$ cat src/hdl/nmtb_pkg.sv
// ----------------------------------------------------------------------------
// nmtb_pkg
// Shared types and constants for the tanh neuron with backprop training.
// ----------------------------------------------------------------------------
package nmtb_pkg;

  localparam logic [2:0] MODE_FWD  = 3'd0;
  localparam logic [2:0] MODE_OGRD = 3'd1;
  localparam logic [2:0] MODE_HGRD = 3'd2;
  localparam logic [2:0] MODE_UPD  = 3'd3;
  localparam logic [2:0] MODE_LOAD = 3'd4;

  localparam logic [1:0] KIND_OUT  = 2'd0;
  localparam logic [1:0] KIND_GRAD = 2'd1;
  localparam logic [1:0] KIND_WGT  = 2'd2;

  localparam logic [0:0] CFG_LEARN_RATE = 1'd0;
  localparam logic [0:0] CFG_MOMENTUM   = 1'd1;

  // Datapath operations, one per controller step.
  typedef enum logic [3:0] {
    OP_NONE,
    OP_FWD_MAC,   // acc += value * weight (weight from RAM read data)
    OP_FWD_END,   // table lookup of acc, clear acc
    OP_HGRD_MAC,  // acc += out_weight * value
    OP_DERIV,     // deriv = 4096 - out*out/4096
    OP_OGRD_MUL,  // grad = (value - out) * deriv / 4096
    OP_HGRD_MUL,  // full product acc * deriv
    OP_HGRD_FIN,  // grad = product / 2^24, saturated
    OP_UPD_P1,    // p1 = eta * value
    OP_UPD_P2,    // p1 * grad, p2 = alpha * olddelta
    OP_UPD_SUM,   // delta from sum, new weight
    OP_LOAD       // write weight, clear delta
  } op_t;

  typedef struct packed {
    op_t        op;
    logic       mac_en;  // add into accumulator; the forward MAC is gated by index range
  } dp_cmd_t;

  // Unsigned quotient by shift and subtract, used only while building tables.
  function automatic longint unsigned udiv64(input longint unsigned n,
                                             input longint unsigned d);
    longint unsigned q, r;
    q = '0;
    r = '0;
    for (int b = 63; b >= 0; b--) begin
      r = {r[62:0], n[b]};
      if (r >= d) begin
        r = r - d;
        q[b] = 1'b1;
      end
    end
    return q;
  endfunction

  // Table entry i: tanh(8i/size) rounded to Q4.12, built at elaboration.
  function automatic logic [12:0] tanh_entry(input int unsigned i, input int unsigned size);
    longint unsigned yq, ipart, frac, mag, em, num, den;
    longint signed e;
    yq = udiv64(longint'(i) << 34, 64'(size));
    ipart = yq >> 30;
    frac = yq & ((64'd1 << 30) - 1);
    mag = 64'd1 << 30;
    e = 64'sd1 << 30;
    for (int k = 1; k <= 20; k++) begin
      mag = udiv64((mag * frac) >> 30, 64'(k));
      if (k[0]) e = e - longint'(mag);
      else e = e + longint'(mag);
    end
    em = longint'(e);
    for (longint unsigned k = 0; k < ipart; k++) begin
      em = (em * 64'd395007542) >> 30;
    end
    num = (64'd1 << 30) - em;
    den = (64'd1 << 30) + em;
    return 13'(udiv64(num * 4096 + (den >> 1), den));
  endfunction

endpackage

$ cat src/hdl/nmtb_ctrl.sv
// ----------------------------------------------------------------------------
// nmtb_ctrl
// Sequencer: accepts one item, steps the datapath, hands off the result.
// ----------------------------------------------------------------------------
module nmtb_ctrl
  import nmtb_pkg::*;
(
  input  logic      clk,
  input  logic      rst_n,
  input  logic      in_valid,
  input  logic [2:0] in_mode,
  input  logic      in_last,
  input  logic      idx_ok,
  input  logic      clr_busy,
  output logic      in_ready,
  output logic      take,
  output dp_cmd_t   cmd,
  output logic      res_load,
  input  logic      res_free
);
  typedef enum logic [3:0] {
    S_IDLE, S_CLR, S_FWD, S_FWDE, S_HMAC, S_HD, S_HM, S_HF, S_OD, S_OM,
    S_U1, S_U2, S_U3, S_LD
  } state_t;

  state_t state_r, state_nxt;
  logic   last_r, last_nxt;

  assign in_ready = (state_r == S_IDLE) && !clr_busy;
  assign take     = in_valid && in_ready;

  always_comb begin
    state_nxt = state_r;
    last_nxt  = last_r;
    cmd       = '{op: OP_NONE, mac_en: 1'b0};
    res_load  = 1'b0;
    case (state_r)
      S_IDLE: begin
        if (take) begin
          last_nxt = in_last;
          case (in_mode)
            MODE_FWD:  state_nxt = S_FWD;
            MODE_OGRD: state_nxt = S_OD;
            MODE_HGRD: state_nxt = S_HMAC;
            MODE_UPD:  state_nxt = idx_ok ? S_U1 : S_IDLE;
            MODE_LOAD: state_nxt = idx_ok ? S_LD : S_IDLE;
            default:   state_nxt = S_IDLE;
          endcase
        end
      end
      S_FWD: begin
        cmd = '{op: OP_FWD_MAC, mac_en: 1'b1};
        state_nxt = last_r ? S_FWDE : S_IDLE;
      end
      S_FWDE: if (res_free) begin
        cmd = '{op: OP_FWD_END, mac_en: 1'b0};
        res_load = 1'b1;
        state_nxt = S_IDLE;
      end
      S_HMAC: begin
        cmd = '{op: OP_HGRD_MAC, mac_en: 1'b1};
        state_nxt = last_r ? S_HD : S_IDLE;
      end
      S_HD: begin
        cmd = '{op: OP_DERIV, mac_en: 1'b0};
        state_nxt = S_HM;
      end
      S_HM: begin
        cmd = '{op: OP_HGRD_MUL, mac_en: 1'b0};
        state_nxt = S_HF;
      end
      S_HF: if (res_free) begin
        cmd = '{op: OP_HGRD_FIN, mac_en: 1'b0};
        res_load = 1'b1;
        state_nxt = S_IDLE;
      end
      S_OD: begin
        cmd = '{op: OP_DERIV, mac_en: 1'b0};
        state_nxt = S_OM;
      end
      S_OM: if (res_free) begin
        cmd = '{op: OP_OGRD_MUL, mac_en: 1'b0};
        res_load = 1'b1;
        state_nxt = S_IDLE;
      end
      S_U1: begin
        cmd = '{op: OP_UPD_P1, mac_en: 1'b0};
        state_nxt = S_U2;
      end
      S_U2: begin
        cmd = '{op: OP_UPD_P2, mac_en: 1'b0};
        state_nxt = S_U3;
      end
      S_U3: if (res_free) begin
        cmd = '{op: OP_UPD_SUM, mac_en: 1'b0};
        res_load = 1'b1;
        state_nxt = S_IDLE;
      end
      S_LD: begin
        cmd = '{op: OP_LOAD, mac_en: 1'b0};
        state_nxt = S_IDLE;
      end
      default: state_nxt = S_IDLE;
    endcase
  end

  always_ff @(posedge clk) begin
    if (!rst_n) begin
      state_r <= S_IDLE;
      last_r  <= 1'b0;
    end else begin
      state_r <= state_nxt;
      last_r  <= last_nxt;
    end
  end
endmodule

$ cat config.mk
export PLATFORM = sky130hd
export DESIGN_NAME = nmtb_ctrl
export DESIGN_NICKNAME = d
export VERILOG_FILES = /design/src/hdl/nmtb_pkg.sv /design/src/hdl/nmtb_ctrl.sv
export SDC_FILE = /design/constraint.sdc
export NUM_CORES = 1
export LEC_CHECK = 0
export BUFFER_PORTS_ARGS = -buffer_cell sky130_fd_sc_hd__buf_4
export CAP_MARGIN = 20
export CELL_PAD_IN_SITES_DETAIL_PLACEMENT = 0
export CELL_PAD_IN_SITES_GLOBAL_PLACEMENT = 1
export CORE_MARGIN = 4
export CORE_UTILIZATION = 37
export CTS_CLUSTER_SIZE = 8
export DETAILED_ROUTE_END_ITERATION = 8
export GPL_TIMING_DRIVEN = 0
export PLACE_DENSITY_LB_ADDON = 0.1
export SLEW_MARGIN = 20
export SYNTH_ARGS = -nofsm -noshare
export SYNTH_HDL_FRONTEND = slang
export SYNTH_SLANG_ARGS = --single-unit
$ cat constraint.sdc
create_clock -name clk -period 3 [get_ports clk]
set_input_delay 0.75 -clock clk [delete_from_list [all_inputs] [get_ports clk]]
set_output_delay 0.75 -clock clk [all_outputs]
set_load 0.02 [all_outputs]
# [Yosys cells after proc, flatten, opt, wreduce, memory -nomap -nowiden]
# Cells that the tools add are included.
[word_totals] mem_bits_rw=0 latch_bits=0 mem_bits_ro=0 output_inout_bits=8 ff_bits=5 input_bits=10 word_cells=44 mem_count=0
[op_classes] n_eq_ne=18 n_bitwise=0 mux=15 shifts=0 multipliers=0 div_mod_pow=0 reduce_logical=9 n_addsub=0 n_lt_le_gt_ge=0
[op_table] operator="one-hot mux 5 bit (11 select lines)" n=1
[op_table] operator="one-hot mux 4 bit (9 select lines)" n=1
[op_table] operator="== test 4 bit, second input constant" n=6
[op_table] operator="two-way mux 4 bit" n=6
[op_table] operator="one-hot mux 4 bit (5 select lines)" n=1
[op_table] operator="== test 4 x 3 -> 1 bit, second input constant" n=4
[op_table] operator="== test 4 x 2 -> 1 bit, second input constant" n=2
[op_table] operator="== test 3 x 2 -> 1 bit, second input constant" n=2
[op_table] operator="two-way mux 3 bit" n=2
[op_table] operator="two-way mux 5 bit" n=1
[op_table] operator="logical NOT 4 bit" n=1
[op_table] operator="AND reduction 2 bit" n=2
[op_table] operator="OR reduction 4 bit" n=1
[op_table] operator="== test 3 x 1 -> 1 bit, second input constant" n=1
[op_table] operator="== test 3 bit, second input constant" n=1
[op_table] operator="logical NOT 3 bit" n=1
[op_table] operator="logical AND 1 bit" n=2
[op_table] operator="two-way mux 1 bit" n=2
[op_table] operator="two-way mux 2 bit" n=1
[op_table] operator="inequality test 2 x 1 -> 1 bit, second input constant" n=1
[op_table] operator="inequality test 2 bit, second input constant" n=1
[op_table] operator="OR reduction 2 bit" n=1
[op_table] operator="logical NOT 1 bit" n=1

# [Logic depth before layout (Yosys ltp)]
# Gate-level depths: netlist (run 1).
[depth] ltp_word=5 mapped_depth=6 ltp_nobuf=4

# [Least setup slack after synthesis (run 1)]
# No wires, ideal clock.
[synth_path] path_kind="register to output" start="register state_r[1]" end="output port cmd[2] (netlist bit)" t_required_ps=2250 setup_slack_ps=902 stages_incl_launch_ff=5 path_buffers=1 t_arrival_ps=1348 cell_sequence="dfxtp_1 clkbuf_1 nor2b_1 a22oi_1 o21ai_0"
[synth_rtl] element="start: declaration" line="nmtb_ctrl.sv:26" rtl="state_t state_r, state_nxt;"
[synth_rtl] element="start signal: assignment" line="nmtb_ctrl.sv:112" rtl="state_r <= state_nxt;"
[synth_rtl] element="end: declaration" line="nmtb_ctrl.sv:17" rtl="output dp_cmd_t cmd,"

==> metrics.md, run 1 <==
| Metric | Value |
|---|---|
| CTS Buf Count | `3` |
| Crit path largest cell delay | `0.32 ns` |
| Worst-path clk slew | `0.04 ns` |
| Hold buffers post-CTS | `0` |
| CP Cell Sequence | `clkbuf_1 > buf_2 > nand2_1 > nor2b_1 > o22ai_1 > buf_4` |
| Commonest non-fill, non-tap cell in the layout | `buf_4` |
| Beginning of the critical path | `state_r[3]$_SDFFE_PN0P_` |
| Data required time of the critical path | `approximately 2.3 ns` |
| Worst EP arrival | `approximately 1.7 ns` |
| Worst R2R Path Depth | `6` |
| Synthesis-stage register bit count | `5` |
| Hold endpoint | `last_r$_SDFFE_PN0P_` |
| Row count | `14` |
| Synth Instances | `91` |
| Worst hold path class | `reg2reg` |
| Worst hold path depth | `2` |
| Worst Skew | `0.00462 ns` |
| Fin. Hold Viols | `0` |
| Worst-skew pair later-pin latency | `between 0.2 and 0.3 ns` |
| Clock Sinks | `5` |
| Switching part of the total | `0.300` |
| Post-route DRC | `0` |
| Worst Tran Pin Value | `0.420 ns` |
| Achievable clock frequency | `between 400 and 500 MHz` |
| Critical path buffers and inverters | `3` |
| Fraction of layout cells with a size suffix above 1 | `0.241` |
| GP Congestion | `around 0.81` |
| First-pass DRT Iterations | `4` |
| R2r startpoint | `state_r[3]$_SDFFE_PN0P_` |
| Setup TNS | `0 ns` |
| Status | `finished clean` |
| Fin crit share | `0.824` |
| Post-cts resize count | `0` |
| Commonest non-fill, non-tap cells in the layout | `20 x buf_4, 10 x o21ai_0, 8 x nor2b_1, 8 x nand2b_1, 8 x nor2_1` |
| Most used routing layer | `met2` |
| Die Y | `49.4 microns` |
| Switch Pwr | `~64 uW` |
| Fin nets | `around 120` |
| Post-synthesis sequential area ratio | `0.158` |
| Met1 Use GR | `0.217` |
| Core area | `~1600 sq um` |
| Worst slew margin | `0.720` |
| Final HPWL from detailed placement | `approximately 1.4 mm` |
| Reg2reg setup slack | `~1.4 ns` |
| Final-report max-slew violation count | `0` |
| Max Cap Viol | `0` |
| Die span in x | `between 40 and 50 microns` |
| Post-synth cell types | `35` |
| Pwr/cell area | `264 nW/um^2` |
| First-pass GRT wire length | `about 3.1 mm` |
| Initial core utilization | `0.407` |
| Drt wl/cell | `14.1 microns` |
| RSZ-0062 raised after global routing | `false` |
| Post-Syn Area per Cell | `6.97 sq um` |
| Final setup vio count | `0` |
| Hold Slack | `around 0.56 ns` |
| Via density per instance | `6.02` |
| Leakage power | `between 0.0002 and 0.0003 uW` |
| Crit path launch type | `flop` |
| Slowest cell on the critical path | `dfxtp_1` |
| Ys Warns | `0` |
| P&R area growth vs syn | `27.4%` |
| Largest net degree at the start of global routing | `11` |
| Area share of the largest cell type after synthesis | `0.158` |
| Synthesized area | `approximately 630 sq um` |
| Post-route minimum period | `between 2 and 2.5 ns` |
| Setup CP Type | `reg2out` |
| Int Pwr | `about 150 uW` |
| Initial DRC count | `33` |
| Cell Area, Placed | `slightly below 800 sq um` |
| Routing usage on met2 | `0.257` |
| Post-layout util | `0.518` |
| Post-CTS Setup Inserts | `0` |
| Final instance area | `just over 800 sq um` |
| Post-Syn Nets | `roughly 100` |
| ANT nets after route | `0` |
| Root buffer cell | `clkbuf_4` |
| Clk pwr share | `0.367` |
| Met3 GRT Util | `0.0122` |
| CP top delay family | `buffers and inverters` |
| Grt ovf | `0` |
| Tot GR Track Use | `0.164` |
| Number of port buffers | `17` |
| Clock Path Buffers | `2` |
| Via count | `approximately 770` |
| H-tree depth | `1` |
| Max VDD drop | `0.135 mV` |
| Synth area leader | `dfxtp_1` |
| Gate power share | `0.304` |
| CTS tree | `yes` |
| Synth area leaders | `dfxtp_1 16%, nand2b_1 7.9%, nor2b_1 7.9%` |
| ANT cells | `0` |
| Die area | `roughly 2400 sq um` |
| Final WL | `about 1.8 mm` |
| Hold path start | `last_r$_SDFFE_PN0P_` |
| Initial antenna violation count | `0` |
| Io pins | `18` |
| CP Max Fanout | `10` |
| Reg2reg end | `state_r[3]$_SDFFE_PN0P_` |
| Seq pwr share | `0.330` |
| Vias in the first global route | `690` |
| Crit end category | `primary output` |
-- registers in the layout, indices dropped and copies added (netlist names) --
register	count
last_r	1
state_r	4
-- metal layers --
layer,up-vias,share of wire
met2,28,0.47
met4,0,0.014
met5,-,0
met3,4,0.060
met1,356,0.45
li1,383,-
-- synth_stat cells --
cell        n
o211ai_1    1
o22ai_1     3
o21ai_0    10
o32ai_1     2
nand3_1     2
a31oi_1     2
buf_2       2
a221oi_1    1
o21a_1      1
o2bb2ai_1   1
a311oi_1    1
nand2_1     4
a21boi_1    1
nand3b_1    2
or4_4       1
nor2_1      8
a21oi_1     6
o2111ai_1   1
and2_1      1
a21boi_0    1
nand2b_1    8
clkbuf_1    2
nor3_1      2
nand4bb_1   2
and4b_1     1
dfxtp_1     5
a22oi_1     2
buf_4       3
a41oi_1     1
o2bb2ai_2   1
nor2b_1     8
inv_1       2
and3_1      1
xnor2_1     1
a211o_1     1
-- cell families (layout without fill, tap and decap cells) --
kind of cell           after synthesis  after routing  share of synthesized area
AO/OA/AOI/OAI                       36             36                      0.381
XOR/XNOR                             1              1                     0.0138
buffers and inverters                9             30                     0.0750
flip-flops                           5              5                      0.158
AND/OR/NAND/NOR                     40             40                      0.373
-- worst reg2reg max path: cells and delay by family (launching register included) --
| family | cells | cell delay (ns) |
|---|---|---|
| DFF | 1 | 0.32 |
| and+or+nand+nor | 2 | 0.17 |
| buffers and inverters | 2 | 0.61 |
| AOI/OAI and AO/OA | 2 | 0.40 |
-- metrics by stage --
stage | setup WS [ns] | power, uW | cells
global route | 0.391 | 229 | 128
finish | 0.527 | 214 | 128
global placement | 0.834 | 136 | 124
detailed placement | 0.794 | 136 | 124
floorplan | 0.902 | 109 | 91
CTS | 0.531 | 218 | 128
-- area by class of cell --
type | instances | area [sq um]
plain buffers | 7 | 40.0
inverters | 2 | 7.51
multi-input cells | 77 | 487
repair buffers | 17 | 128
well taps | 16 | 20.0
flip-flops and latches | 5 | 100
fillers | 170 | 751
clock buffers | 4 | 26.3
-- power groups by stage --
stage / registers [uW] / logic (uW) / clock network (uW)
floorplan: 70.8 / 38.7 / 0
global placement: 71.4 / 64.4 / 0
detailed placement: 71.4 / 64.7 / 0
CTS: 70.3 / 64.8 / 83.2
global route: 70.5 / 71.4 / 87.0
finish: 70.4 / 64.9 / 78.4
-- worst max path at each step --
stage | endpoint | slack [ns] | depth (start not counted)
after floorplan | cmd[2] | 0.90 | 4
after global placement | cmd[3] | 0.83 | 6
after detailed placement | cmd[1] | 0.79 | 6
after CTS | cmd[1] | 0.53 | 6
after global routing | cmd[3] | 0.39 | 6
final | cmd[1] | 0.53 | 6
(Power assumes the default switching activity.)
==> run 2: changes to the inputs <==
Settings changed: CORE_UTILIZATION 37 to 35.
Clock period 3 ns to 2.5 ns, I/O delays scaled along.
==> run 2 against run 1 <==
Effect of this change: final cell count grew 7.0%; clock-buffer cell count unchanged; register-to-register slack worse by 0.46 ns; clock skew shrank 0.0027 ns; critical path depth stayed put; largest power group unchanged.
==> metrics.md, run 2 (same netlist as run 1, synthesis figures left out) <==
| Metric | Value |
|---|---|
| Row count | `15` |
| Worst R2R Path Depth | `6` |
| Initial antenna violation count | `0` |
| Worst Skew | `~0.0019 ns` |
| Post-route minimum period | `roughly 2.3 ns` |
| Fraction of layout cells with a size suffix above 1 | `0.241` |
| Worst EP arrival | `around 1.7 ns` |
| ANT nets after route | `0` |
| CTS Buf Count | `3` |
| Hold path start | `last_r$_SDFFE_PN0P_` |
| GP Congestion | `a little under 0.8` |
| Setup CP Type | `reg2out` |
| Worst-skew pair later-pin latency | `about 0.24 ns` |
| Dpl cells | `~130` |
| Max reg flops | `4` |
| Slowest cell on the critical path | `dfxtp_1` |
| Hold Slack | `between 0.5 and 0.6 ns` |
| Largest reg by FF count | `state_r` |
| Hold endpoint | `last_r$_SDFFE_PN0P_` |
| Final HPWL from detailed placement | `~1.3 mm` |
| Commonest non-fill, non-tap cells in the layout | `20 x buf_4, 10 x o21ai_0, 8 x nor2b_1, 8 x nand2b_1, 8 x nor2_1` |
| Data required time of the critical path | `between 1.5 and 2 ns` |
| Worst hold path depth | `2` |
| Crit path launch type | `flop` |
| Largest net degree at the start of global routing | `11` |
| Initial core utilization | `0.367` |
| RSZ-0062 raised after global routing | `false` |
| Worst hold path class | `reg2reg` |
| Via count | `about 750` |
| Reg2reg end | `state_r[1]$_SDFFE_PN0P_` |
| Pwr/cell area | `around 310 nW/um^2` |
| Worst-path clk slew | `0.05 ns` |
| First-pass DRT Iterations | `4` |
| CP Cell Sequence | `clkbuf_1 > nor2b_1 > o21ai_0 > o21a_1 > o22ai_1 > buf_4` |
| Via density per instance | `approximately 5.4` |
| Die area | `2560 sq um` |
| Drt wl/cell | `12.9 microns` |
| H-tree depth | `1` |
| Die span in x | `50.6 microns` |
| Hold buffers post-CTS | `0` |
| Commonest non-fill, non-tap cell in the layout | `buf_4` |
| Fin. Hold Viols | `0` |
| Post-route DRC | `0` |
| Die Y | `roughly 51 microns` |
| Vias in the first global route | `around 710` |
| Grt ovf | `0` |
| Crit path largest cell delay | `0.32 ns` |
| Gate power share | `0.304` |
| R2r startpoint | `state_r[1]$_SDFFE_PN0P_` |
| Switch Pwr | `~77 uW` |
| Post-CTS Setup Inserts | `0` |
| Final setup vio count | `0` |
| Root buffer cell | `clkbuf_4` |
| Setup TNS | `0 ns` |
| Fin nets | `approximately 120` |
| Fin crit share | `0.909` |
| Final-report max-slew violation count | `0` |
| Int Pwr | `roughly 180 uW` |
| Initial DRC count | `11` |
| CP Max Fanout | `10` |
| Tot GR Track Use | `0.163` |
| Crit end category | `primary output` |
| Status | `finished clean` |
| Seq pwr share | `0.329` |
| Clock Sinks | `5` |
| Max Cap Viol | `0` |
| ANT cells | `0` |
| Clock Path Buffers | `2` |
| Achievable clock frequency | `roughly 440 MHz` |
| Worst slew margin | `0.726` |
| Post-cts resize count | `0` |
| CTS tree | `yes` |
| Regs by FF count | `state_r x4, last_r x1` |
| Layout Cells excl Fill | `between 100 and 150` |
| Final instance area | `a little over 800 sq um` |
| Max VDD drop | `roughly 0.19 mV` |
| Cell Area, Placed | `just under 800 sq um` |
| Worst Tran Pin Value | `between 0.4 and 0.5 ns` |
| Leakage power | `0.000300 uW` |
| First-pass GRT wire length | `around 3.2 mm` |
| Switching part of the total | `0.299` |
| P&R area growth vs syn | `29.2%` |
| Final WL | `roughly 1.8 mm` |
| Post-layout util | `0.475` |
| Clk pwr share | `0.366` |
| Core area | `1730 sq um` |
| Io pins | `18` |
| Number of port buffers | `17` |
| Reg2reg setup slack | `0.91 ns` |
==> run 2: cell counts in the layout (fill, tap and decap cells not counted) <==
No cell type changed its count.
==> run 2: metal layers <==
layer  up-vias  global-route usage  wire [microns]
li1        384                   -               -
met2        16               0.257             853
met5         -                   0               0
met1       344               0.217             846
met4         0              0.0538               8
met3         2              0.0356              65
==> run 2: power by group through the flow <==
stage | Clock (uW) | Combinational (uW) | Sequential (uW)
final | 93.8 | 78.0 | 84.4
after global routing | 103 | 85.7 | 84.6
after CTS | 97.8 | 77.7 | 84.3
after detailed placement | 0 | 77.6 | 85.7
after global placement | 0 | 77.5 | 85.8
after floorplan | 0 | 46.5 | 84.9
==> run 2: worst max-delay path: cells and delay by family (launching register included) <==
family / cells / cell delay (ns)
buffers and inverters: 2 / 0.45
AND/OR/NAND/NOR: 1 / 0.25
flip-flops: 1 / 0.32
AO/OA/AOI/OAI: 3 / 0.38
==> run 2: how the worst max path moves through the flow <==
stage                             from      to  slack (ns)  cells past startpoint
4_1_cts        state_r[3]$_SDFFE_PN0P_  cmd[3]        0.21                      6
6_report       state_r[3]$_SDFFE_PN0P_  cmd[3]        0.23                      6
5_1_grt        state_r[1]$_SDFFE_PN0P_  cmd[2]        0.04                      5
2_1_floorplan  state_r[1]$_SDFFE_PN0P_  cmd[2]        0.53                      4
3_5_place_dp   state_r[3]$_SDFFE_PN0P_  cmd[3]        0.47                      6
3_3_place_gp   state_r[3]$_SDFFE_PN0P_  cmd[3]        0.46                      6
==> run 2: area by class of cell <==
| class | count | area [sq um] |
|---|---|---|
| multi-input combinational | 77 | 487 |
| clock buffer | 4 | 26.3 |
| inverter | 2 | 7.51 |
| tap | 25 | 31.3 |
| buffer | 7 | 40.0 |
| fill | 188 | 907 |
| sequential | 5 | 100 |
| timing repair buffer | 17 | 128 |
==> run 2: stage by stage <==
| stage | setup slack, ns | total power (uW) |
|---|---|---|
| after CTS | 0.211 | 260 |
| final | 0.228 | 256 |
| after floorplan | 0.527 | 131 |
| after detailed placement | 0.471 | 163 |
| after global placement | 0.460 | 163 |
| after global routing | 0.0391 | 273 |
